[config.mk]
export PLATFORM = sky130hd
export DESIGN_NAME = elliptical_orbit_point_step
export DESIGN_NICKNAME = d
export VERILOG_FILES = /design/src/eorb_pkg.sv /design/src/elliptical_orbit_point_step.sv
export VERILOG_INCLUDE_DIRS = /design/src /design/src/src
export SDC_FILE = /design/constraint.sdc
export NUM_CORES = 1
export LEC_CHECK = 0
export BUFFER_PORTS_ARGS = -buffer_cell sky130_fd_sc_hd__buf_2
export CAP_MARGIN = 10
export CORE_UTILIZATION = 60
export DETAILED_ROUTE_END_ITERATION = 7
export PLACE_DENSITY = 0.79
export SYNTH_ARGS = -nofsm -noshare
export SYNTH_HDL_FRONTEND = slang
export SYNTH_SLANG_ARGS = --single-unit
export TNS_END_PERCENT = 5
[constraint.sdc]
create_clock -name clock -period 35.6 [get_ports clock]
set_input_delay 5.34 -clock clock [delete_from_list [all_inputs] [get_ports clock]]
set_output_delay 5.34 -clock clock [all_outputs]
set_load 0.02 [all_outputs]
[src/assert_macros.svh]
// assertion macros shared by the rtl files
// no dependencies; bodies collapse to nothing when SYNTHESIS is defined
`ifndef ASSERT_MACROS_SVH
`define ASSERT_MACROS_SVH

`ifndef SYNTHESIS

`define ASSERT_AT(lbl, clk, rst, prop) \
   lbl: assert property (@(posedge clk) disable iff (rst) prop) \
      else $error("assertion failed");

`define ASSERT_ALWAYS(lbl, clk, prop) \
   lbl: assert property (@(posedge clk) prop) \
      else $error("assertion failed");

`else

`define ASSERT_AT(lbl, clk, rst, prop)

`define ASSERT_ALWAYS(lbl, clk, prop)

`endif

`endif

[src/eorb_pkg.sv]
// constants, register index codes and the q10 sine lookup for the orbit point step
// no dependencies
package eorb_pkg;

   localparam int ANGLE_W    = 8;
   localparam int QUARTER    = 64;
   localparam int SINE_W     = 12;
   localparam int Q_SHIFT    = 10;
   localparam int CSR_ADDR_W = 2;
   localparam int CSR_DATA_W = 13;
   localparam int POS_W      = 12;
   localparam int SCREEN_W   = 13;
   localparam int RADIUS_W   = 12;
   localparam int COLOUR_W   = 24;
   localparam int MASK_W     = 9;

   typedef enum logic [CSR_ADDR_W-1:0] {
      CSR_CENTRE_X,
      CSR_CENTRE_Y,
      CSR_SCREEN_WIDTH,
      CSR_SCREEN_HEIGHT
   } csr_index_type;

   // first quadrant, round(sin(pi*k/128)*1024) for k = 0..64
   localparam logic [10:0] QUARTER_SINE [0:64] = '{
      11'd0,    11'd25,   11'd50,   11'd75,   11'd100,  11'd125,  11'd150,
      11'd175,  11'd200,  11'd224,  11'd249,  11'd273,  11'd297,  11'd321,
      11'd345,  11'd369,  11'd392,  11'd415,  11'd438,  11'd460,  11'd483,
      11'd505,  11'd526,  11'd548,  11'd569,  11'd590,  11'd610,  11'd630,
      11'd650,  11'd669,  11'd688,  11'd706,  11'd724,  11'd742,  11'd759,
      11'd775,  11'd792,  11'd807,  11'd822,  11'd837,  11'd851,  11'd865,
      11'd878,  11'd891,  11'd903,  11'd915,  11'd926,  11'd936,  11'd946,
      11'd955,  11'd964,  11'd972,  11'd980,  11'd987,  11'd993,  11'd999,
      11'd1004, 11'd1009, 11'd1013, 11'd1016, 11'd1019, 11'd1021, 11'd1023,
      11'd1024, 11'd1024
   };

   function automatic logic signed [SINE_W-1:0] sine_q10(input logic [ANGLE_W-1:0] a);
      logic [6:0]        idx;
      logic [10:0]       mag;
      logic signed [SINE_W-1:0] v;
      // odd quadrants mirror the quarter table
      idx = a[6] ? (7'd64 - {1'b0, a[5:0]}) : {1'b0, a[5:0]};
      mag = QUARTER_SINE[idx];
      v   = $signed({1'b0, mag});
      return a[7] ? -v : v;
   endfunction

endpackage

[src/elliptical_orbit_point_step.sv]
// orbit point step: angle advance, q10 sine/cosine lookup, point and dot clipping
// depends on eorb_pkg and assert_macros.svh
// an accepted request passes the request register, then the result register, to rsp_tvalid
// throughput: one request per cycle unless rsp_tready stalls; the stage path is one 13x12 multiply, add and compares
// reset (synchronous, active high) empties both stages and loads the register defaults
// centre 0,0 and screen 1024x768
`include "assert_macros.svh"

module elliptical_orbit_point_step #(
   parameter int COORD_BITS = 14
) (
   input  logic                                clock,
   input  logic                                reset,
   // request: angle_in[7:0], angle_step[15:8], radius_x[27:16], radius_y[39:28],
   // dot_colour[63:40]
   input  logic                                req_tvalid,
   output logic                                req_tready,
   input  logic [63:0]                         req_tdata,
   // large_dot
   input  logic                                req_tuser,
   // response: angle_out, point_x, point_y, pixel_mask, colour_out, zero fill
   output logic                                rsp_tvalid,
   input  logic                                rsp_tready,
   output logic [((41+2*COORD_BITS+7)/8)*8-1:0] rsp_tdata,
   input  logic                                csr_we,
   input  logic [eorb_pkg::CSR_ADDR_W-1:0]     csr_addr,
   input  logic [eorb_pkg::CSR_DATA_W-1:0]     csr_wdata
);

   localparam int OUT_BITS = 41 + 2*COORD_BITS;
   localparam int OUT_W    = ((OUT_BITS + 7) / 8) * 8;
   localparam int EXT_W    = (COORD_BITS > 15) ? COORD_BITS : 15;
   localparam int CMP_W    = (COORD_BITS + 2 > 15) ? COORD_BITS + 2 : 15;
   localparam int PROD_W   = 25;
   localparam int OFF_W    = 13;

   // configuration registers
   logic [eorb_pkg::POS_W-1:0]    centre_x_ff, centre_y_ff;
   logic [eorb_pkg::SCREEN_W-1:0] screen_w_ff, screen_h_ff;

   always_ff @(posedge clock) begin
      if (reset) begin
         centre_x_ff <= '0;
         centre_y_ff <= '0;
         screen_w_ff <= 13'd1024;
         screen_h_ff <= 13'd768;
      end else if (csr_we) begin
         unique case (eorb_pkg::csr_index_type'(csr_addr))
            eorb_pkg::CSR_CENTRE_X:      centre_x_ff <= csr_wdata[eorb_pkg::POS_W-1:0];
            eorb_pkg::CSR_CENTRE_Y:      centre_y_ff <= csr_wdata[eorb_pkg::POS_W-1:0];
            eorb_pkg::CSR_SCREEN_WIDTH:  screen_w_ff <= csr_wdata;
            eorb_pkg::CSR_SCREEN_HEIGHT: screen_h_ff <= csr_wdata;
            default: ;
         endcase
      end
   end

   // request stage
   logic                           s1_valid_ff;
   logic [eorb_pkg::ANGLE_W-1:0]   s1_angle_ff, s1_step_ff;
   logic [eorb_pkg::RADIUS_W-1:0]  s1_rx_ff, s1_ry_ff;
   logic                           s1_big_ff;
   logic [eorb_pkg::COLOUR_W-1:0]  s1_colour_ff;

   // result stage
   logic                           s2_valid_ff;
   logic [eorb_pkg::ANGLE_W-1:0]   s2_angle_ff, s2_angle_in;
   logic [COORD_BITS-1:0]          s2_px_ff, s2_py_ff;
   logic signed [COORD_BITS-1:0]   s2_px_in, s2_py_in;
   logic [eorb_pkg::MASK_W-1:0]    s2_mask_ff, s2_mask_in;
   logic [eorb_pkg::COLOUR_W-1:0]  s2_colour_ff;

   logic s2_advance;

   assign s2_advance = !s2_valid_ff || rsp_tready;
   assign req_tready = !s1_valid_ff || s2_advance;

   always_ff @(posedge clock) begin
      if (reset) begin
         s1_valid_ff <= 1'b0;
      end else if (req_tready) begin
         s1_valid_ff <= req_tvalid;
      end
   end

   always_ff @(posedge clock) begin
      if (req_tready && req_tvalid) begin
         s1_angle_ff  <= req_tdata[7:0];
         s1_step_ff   <= req_tdata[15:8];
         s1_rx_ff     <= req_tdata[27:16];
         s1_ry_ff     <= req_tdata[39:28];
         s1_colour_ff <= req_tdata[63:40];
         s1_big_ff    <= req_tuser;
      end
   end

   // datapath between the two stages
   logic signed [eorb_pkg::SINE_W-1:0] cos_v, sin_v;
   logic signed [PROD_W-1:0]           prod_x, prod_y, adj_x, adj_y;
   logic signed [OFF_W-1:0]            off_x, off_y;
   logic signed [EXT_W-1:0]            sum_x, sum_y;
   logic signed [CMP_W-1:0]            ext_x, ext_y;
   logic signed [CMP_W-1:0]            lim_x, lim_y;
   logic signed [CMP_W-1:0]            cand_x [3];
   logic signed [CMP_W-1:0]            cand_y [3];
   logic [2:0]                         col_ok, row_ok;

   assign s2_angle_in = s1_angle_ff + s1_step_ff;
   assign cos_v = eorb_pkg::sine_q10(s2_angle_in + 8'(eorb_pkg::QUARTER));
   assign sin_v = eorb_pkg::sine_q10(s2_angle_in);

   assign prod_x = $signed({1'b0, s1_rx_ff}) * cos_v;
   assign prod_y = $signed({1'b0, s1_ry_ff}) * sin_v;

   // bias negative products so the shift truncates toward zero
   assign adj_x = prod_x + (prod_x[PROD_W-1] ? 25'sd1023 : 25'sd0);
   assign adj_y = prod_y + (prod_y[PROD_W-1] ? 25'sd1023 : 25'sd0);
   assign off_x = adj_x[eorb_pkg::Q_SHIFT+OFF_W-1:eorb_pkg::Q_SHIFT];
   assign off_y = adj_y[eorb_pkg::Q_SHIFT+OFF_W-1:eorb_pkg::Q_SHIFT];

   assign sum_x = EXT_W'($signed({1'b0, centre_x_ff})) + EXT_W'(off_x);
   assign sum_y = EXT_W'($signed({1'b0, centre_y_ff})) + EXT_W'(off_y);

   // wrap to the coordinate width
   assign s2_px_in = sum_x[COORD_BITS-1:0];
   assign s2_py_in = sum_y[COORD_BITS-1:0];

   assign ext_x = CMP_W'(s2_px_in);
   assign ext_y = CMP_W'(s2_py_in);
   assign lim_x = $signed(CMP_W'(screen_w_ff));
   assign lim_y = $signed(CMP_W'(screen_h_ff));

   always_comb begin
      cand_x[0] = ext_x - $signed(CMP_W'(1));
      cand_x[1] = ext_x;
      cand_x[2] = ext_x + $signed(CMP_W'(1));
      cand_y[0] = ext_y - $signed(CMP_W'(1));
      cand_y[1] = ext_y;
      cand_y[2] = ext_y + $signed(CMP_W'(1));
      for (int i = 0; i < 3; i++) begin
         col_ok[i] = !cand_x[i][CMP_W-1] && (cand_x[i] < lim_x);
         row_ok[i] = !cand_y[i][CMP_W-1] && (cand_y[i] < lim_y);
      end
      for (int dy = 0; dy < 3; dy++) begin
         for (int dx = 0; dx < 3; dx++) begin
            if (s1_big_ff || (dy == 1 && dx == 1)) begin
               s2_mask_in[3*dy+dx] = row_ok[dy] && col_ok[dx];
            end else begin
               s2_mask_in[3*dy+dx] = 1'b0;
            end
         end
      end
   end

   always_ff @(posedge clock) begin
      if (reset) begin
         s2_valid_ff <= 1'b0;
      end else if (s2_advance) begin
         s2_valid_ff <= s1_valid_ff;
      end
   end

   always_ff @(posedge clock) begin
      if (s2_advance && s1_valid_ff) begin
         s2_angle_ff  <= s2_angle_in;
         s2_px_ff     <= s2_px_in;
         s2_py_ff     <= s2_py_in;
         s2_mask_ff   <= s2_mask_in;
         s2_colour_ff <= s1_colour_ff;
      end
   end

   assign rsp_tvalid = s2_valid_ff;
   assign rsp_tdata  = OUT_W'({s2_colour_ff, s2_mask_ff, s2_py_ff, s2_px_ff, s2_angle_ff});

   // an accepted request always lands in the request stage
   `ASSERT_AT(a_req_lands, clock, reset, (req_tvalid && req_tready) |=> s1_valid_ff)
   // a blocked request stage keeps its item
   `ASSERT_AT(a_s1_holds, clock, reset, (s1_valid_ff && !s2_advance) |=> (s1_valid_ff && $stable(s1_angle_ff) && $stable(s1_colour_ff)))
   // an empty request stage never stalls the request side
   `ASSERT_AT(a_ready_when_empty, clock, reset, !s1_valid_ff |-> req_tready)
   // with nothing behind it, a taken result leaves the output empty
   `ASSERT_AT(a_drain, clock, reset, (rsp_tvalid && rsp_tready && !s1_valid_ff) |=> !rsp_tvalid)

endmodule
### After elaboration in Yosys (flattened, before gate mapping)

Memories as Yosys holds them, arrays and structs flattened.
Cells that the tools add are included.

| operators by class | value |
|---|---|
| $add $sub $neg | 14 |
| multipliers | 2 |
| $lt $le $gt $ge | 8 |
| equal/unequal tests | 3 |
| multiplexer cells | 10 |
| bitwise gates (word level) | 2 |
| reduce and logical (&&, ||, !) cells | 32 |

Operators with widths:

| kind | count |
|---|---|
| less-than comparator 15 x 14 -> 1 bit | 4 |
| multiplier 13 x 12 -> 25 bit | 2 |
| adder 23 x 11 -> 23 bit | 2 |
| two-way mux 11 bit | 4 |
| adder 14 x 2 -> 15 bit (second input constant) | 2 |
| subtractor 14 x 2 -> 15 bit (second input constant) | 2 |
| adder 13 x 13 -> 14 bit | 2 |
| less-than comparator 14 bit | 2 |
| two-way mux 12 bit | 2 |
| negation 11 -> 12 bit | 2 |
| two-way mux 10 bit | 2 |
| logical AND 1 bit | 17 |
| greater-or-equal comparator 8 bit (second input constant) | 2 |
| inverter 7 -> 8 bit | 2 |
| two-way mux 7 bit | 2 |
| subtractor 7 x 6 -> 7 bit (first input constant) | 2 |
| adder 8 x 7 -> 8 bit (second input constant) | 1 |
| adder 8 bit | 1 |
| zero test 1 bit | 8 |
| AND reduction 2 bit | 4 |
| equality test 2 bit (second input constant) | 2 |
| equality test 2 x 1 -> 1 bit (second input constant) | 1 |
| zero test 2 bit | 1 |
| logical OR 1 bit | 2 |

| word-level totals | value |
|---|---|
| flip-flop bits (word level) | 186 |
| bits in read-only memories | 2816 |
| bits of input ports | 85 |
| output and inout port bits | 74 |
| memories | 2 |

Memories:

| name | words | bits a word | rd ports | clocked after memory_dff | write ports | line | RTL |
|---|---|---|---|---|---|---|---|
| (name not given) | 128 | 11 | 1 | 0 | 0 | eorb_pkg.sv:44 | `mag = QUARTER_SINE[idx];` |
| (name not given) | 128 | 11 | 1 | 0 | 0 | eorb_pkg.sv:44 |  |

### Longest topological paths before layout

| depth | value |
|---|---|
| depth after elaboration | 18 |
| depth in mapped cells | 72 |
| mapped depth without buffers | 67 |

### Least setup slack after synthesis

Ideal clock, no wire load.

| timing | value |
|---|---|
| path type | register -> register |
| from | reg s1_angle_ff[0] (netlist name) |
| to | reg s2_mask_ff[6] (netlist name), data pin |
| setup time | 176 ps |
| arrival | 14827 ps |
| setup slack | 20597 ps |
| stages on the path, launching flop included | 69 |
| cells stage by stage | edfxtp_1 ha_1 inv_1 clkbuf_1 ha_1 nand2b_1 a22oi_1 or2_2 clkbuf_1 ha_1 clkbuf_1 inv_1 nand3_1 a311o_1 o311a_1 a211oi_4 inv_1 ha_1 [33 not listed] mux2i_1 xor2_1 ha_1 a21o_1 a21oi_1 o21bai_1 a21oi_1 o21bai_1 o311ai_1 and3_1 nand2_1 xnor2_1 ha_1 nand2_1 a21oi_1 a211oi_1 o21bai_1 nor4_1 |

| on the way | value |
|---|---|
| word-level cells in the longest chain between the ends | 18 |

RTL lines:

| what | line | RTL |
|---|---|---|
| from (decl) | elliptical_orbit_point_step.sv:60 | `logic [eorb_pkg::ANGLE_W-1:0] s1_angle_ff, s1_step_ff;` |
| from (signal assigned) | elliptical_orbit_point_step.sv:88 | `s1_angle_ff <= req_tdata[7:0];` |
| adder 8 bit * | elliptical_orbit_point_step.sv:108 | `assign s2_angle_in = s1_angle_ff + s1_step_ff;` |
| named net s2_angle_in (one bit) | elliptical_orbit_point_step.sv:67 | `logic [eorb_pkg::ANGLE_W-1:0] s2_angle_ff, s2_angle_in;` |
| adder 8 x 7 -> 8 bit | elliptical_orbit_point_step.sv:109 | `assign cos_v = eorb_pkg::sine_q10(s2_angle_in + 8'(eorb_pkg::QUARTER));` |
| subtractor 7 x 6 -> 7 bit | eorb_pkg.sv:43 | `idx = a[6] ? (7'd64 - {1'b0, a[5:0]}) : {1'b0, a[5:0]};` |
| two-way mux 7 bit | eorb_pkg.sv:43 |  |
| inverter 7 -> 8 bit (implied by the code) | eorb_pkg.sv:44 |  |
| memory read (128 x 11 bit) | - |  |
| two-way mux 11 bit (implied by the code) (2 in a row) | eorb_pkg.sv:44 |  |
| [2 not listed] | - |  |
| multiplier 13 x 12 -> 25 bit | elliptical_orbit_point_step.sv:112 | `assign prod_x = $signed({1'b0, s1_rx_ff}) * cos_v;` |
| two-way mux 10 bit | elliptical_orbit_point_step.sv:116 | `assign adj_x = prod_x + (prod_x[PROD_W-1] ? 25'sd1023 : 25'sd0);` |
| adder 23 x 11 -> 23 bit | elliptical_orbit_point_step.sv:116 |  |
| adder 13 x 13 -> 14 bit | elliptical_orbit_point_step.sv:121 | `assign sum_x = EXT_W'($signed({1'b0, centre_x_ff})) + EXT_W'(off_x);` |
| subtractor 14 x 2 -> 15 bit | elliptical_orbit_point_step.sv:134 | `cand_x[0] = ext_x - $signed(CMP_W'(1));` |
| less-than comparator 15 x 14 -> 1 bit or zero test 1 bit (tied branches) | elliptical_orbit_point_step.sv:141 | `col_ok[i] = !cand_x[i][CMP_W-1] && (cand_x[i] < lim_x);` |
| logical AND 1 bit | elliptical_orbit_point_step.sv:141 |  |
| logical AND 1 bit * | elliptical_orbit_point_step.sv:147 | `s2_mask_in[3*dy+dx] = row_ok[dy] && col_ok[dx];` |
| to (signal assigned) | elliptical_orbit_point_step.sv:168 | `s2_mask_ff <= s2_mask_in;` |
| to (decl) | elliptical_orbit_point_step.sv:70 | `logic [eorb_pkg::MASK_W-1:0] s2_mask_ff, s2_mask_in;` |

The timed path passes the listed nets; every way through them passes the cells marked *. The select of a mux whose other input is x is not followed.
A chain may end at the register's enable or synchronous reset.

==> flow_metrics.tcl <==
set metrics [dict create \
    start_util 0.614 \
    synth.largest_area_cell "fa_1" \
    postSynth.asyncResetShare 0 \
    max-slew-margin-rel 0.178 \
    synth_compound_area_frac 0.134 \
    setup_viol 0 \
    post_route_cells_drive_above_1_share 0.101 \
    syn-instance-count 2619 \
    postPlaceCellArea_um2 25000 \
    clock_tree_root "clkbuf_16" \
    synthMuxAreaShare 0.0268 \
    finalHoldViolCount 0 \
    firstDrtPassIters 7 \
    grt_use_total 0.289 \
    cts_num_sinks 186 \
    post_synth_edffs 134 \
    area.growth.synth_to_final_pct 6.76 \
    cts-buffers-inserted 17 \
    worstHoldPathType "flip-flop to flip-flop" \
    status "completed" \
    placed_cells_incl_taps 3198 \
    postRouteAntennaNets 0 \
    synth_cell_type_count 114 \
    rsz0062_at_grt "false" \
    grt_max_degree 70 \
    synthTopCellsByCount "inv_1, ha_1, nand2_1, fa_1, edfxtp_1" \
    timing.setup.critical_path_class "flip-flop to flip-flop" \
    drt_iter0_markers 1265 \
    fp.dieH_um 202 \
    max_freq_ghz 0.0564 \
    max_stage_delay_ns 0.83 \
    synth.yosys.seq_area_share 0.211 \
    dominantRegCellSynth "edfxtp_1" \
    place.gp.congestion 0.924 \
    clockBufferDepth 2 \
    worst_path_most_repeated_cell "inv_1" \
    place_hpwl_um 46000 \
    grt_pass1_vias 18800 \
    clock_slew_seen_by_the_registers_of_the_worst_setup_and_hold_paths_ns 0.07 \
    synth.top_cell.area_share 0.171 \
    route.detailed.drc 0 \
    timing.setup.tns_ns 0 \
    yosys_warnings 0 \
    via_per_inst 5.89 \
    synth_area_leaders "fa_1, edfxtp_1, ha_1" \
    min_period_over_period 0.498 \
    cts_hold_repair.buffers 0 \
    clock_tree.htree_level_count 4 \
    postCtsSetupRepairBufs 0 \
    critPathCaptureType "flip-flop" \
    dr_total_vias 19000 \
    buffer_ports.inserted 155 \
    ys_seq_elements 186 \
    cp_top_family "adder cells" \
    routed_wire_length_per_instance_um 18.0 \
    num-nets-final 3278 \
    fin_skew_ns 0.0140 \
    cts_tree "yes" \
    netlist_area_um2 24000 \
    clock_insertion_delay_worst_skew_ns 0.47 \
    ctsResizeCount 0 \
    grt_pass1_wl_um 95100 \
    worst-endpoint-arrival_ns 18.02 \
    tightest_pin_transition_ns 1.22 \
    maxCapViolCount 0 \
    crit_path_max_fanout 22 \
    num_rows 72 \
    routed_wl_um 58100 \
    design.core.area_um2 39000 \
    critPathSlowestCell "xnor2_1" \
    dieArea_um2 40700 \
    synth_top_family_by_area "adder cells" \
    design.portCount 159 \
    start_kind "flip-flop" \
    cp_num_buf_inv 9 \
    synth_fa_ha_area_frac 0.322 \
    yosys.area_share.xor_xnor 0.0595 \
    number_of_antenna_violations_at_the_first_check_in_global_routing 5 \
    syn_avg_cell_area_um2 9.15 \
    globalRoute.totalOverflow 0 \
    post-synth-top-count-cell "inv_1" \
    die_width_um 202 \
    finalWorstPathRequiredPeriod_ns 17.75 \
    drv_slew 0 \
    synth-simple-area-share 0.167 \
    finish.cell_count_without_fillers 3231 \
    worst_path_required_ns 35.87 \
    finish.instance_area_um2 25600 \
]
==> registers in the layout (all words and copies together) (netlist names) <==
| register | count |
|---|---|
| s2_mask_ff | 9 |
| s1_ry_ff | 12 |
| s2_colour_ff | 24 |
| s2_angle_ff | 8 |
| rsp_tvalid | 1 |
| screen_h_ff | 13 |
| s1_valid_ff | 1 |
| s2_py_ff | 14 |
| screen_w_ff | 13 |
| s2_px_ff | 14 |
| s1_colour_ff | 24 |
| centre_y_ff | 12 |
| s1_angle_ff | 8 |
| s1_rx_ff | 12 |
| s1_step_ff | 8 |
| centre_x_ff | 12 |
| s1_big_ff | 1 |
==> through the flow <==
stage                     worst slack [ns]  hold slack, ns  utilization
final                                17.85           0.420        0.656
after global routing                 16.49           0.423        0.656
after CTS                            17.99           0.422        0.656
after detailed placement             18.11           0.405        0.640
after global placement               18.80           0.401        0.640
after floorplan                      20.60           0.400            -
==> metal layers <==
metal  share of wire  GRT usage  vias to the layer above
li1                -          -                     9018
met1            0.43      0.386                     9305
met2            0.48      0.481                      604
met3           0.060     0.0497                      110
met4           0.024     0.0877                        6
met5         0.00067          0                        -
==> final cells by class <==
class | count | area (um2)
repair buffers | 161 | 821
clock buffers | 18 | 429
fillers | 3180 | 13400
well taps | 518 | 648
multi-input cells | 1956 | 17000
diodes | 2 | 5.00
clock inverters | 13 | 176
flip-flops and latches | 186 | 5060
inverters | 377 | 1420
==> cell usage in the layout, fill, tap and decap left out, types with 18 or more instances in the layout <==
cell	synthesis	final
inv_1	369	369
ha_1	289	289
nand2_1	286	286
fa_1	205	205
buf_2	25	155
edfxtp_1	134	134
nor2_1	121	121
a21oi_1	119	119
xnor2_1	97	97
and2_1	76	75
o21ai_0	65	65
nand3_1	54	54
xor2_1	54	54
a21o_1	52	52
dfxtp_1	52	52
nor2b_1	46	45
mux2i_1	45	45
nand2b_1	44	44
nor3_1	31	31
and3_1	25	25
nand4_1	23	23
a211oi_1	20	20
o211ai_1	18	18
==> cell families after synthesis <==
group | count (synthesis)
AOI/OAI and AO/OA | 450
xor gates and xnor gates | 157
adders and majority gates | 494
buffers and inverters | 479
DFF | 186
muxes | 54
other | 1
and+or+nand+nor | 798
==> worst paths after layout <==
| kind | depth (start not counted) | start | slack [ns] | end |
|---|---|---|---|---|
| hold / removal | 0 | s1_colour_ff[22] | 0.42 | s2_colour_ff[22] |
| setup reg to reg | 61 | s1_step_ff[0] | 17.85 | s2_mask_ff[1] |
| hold reg to reg | 0 | s1_colour_ff[22] | 0.42 | s2_colour_ff[22] |
| setup / recovery | 61 | s1_step_ff[0] | 17.85 | s2_mask_ff[1] |
Power is left out: the tool's default activity adds up to more than one toggle a clock period on the data nets, which glitch-free logic cannot reach.
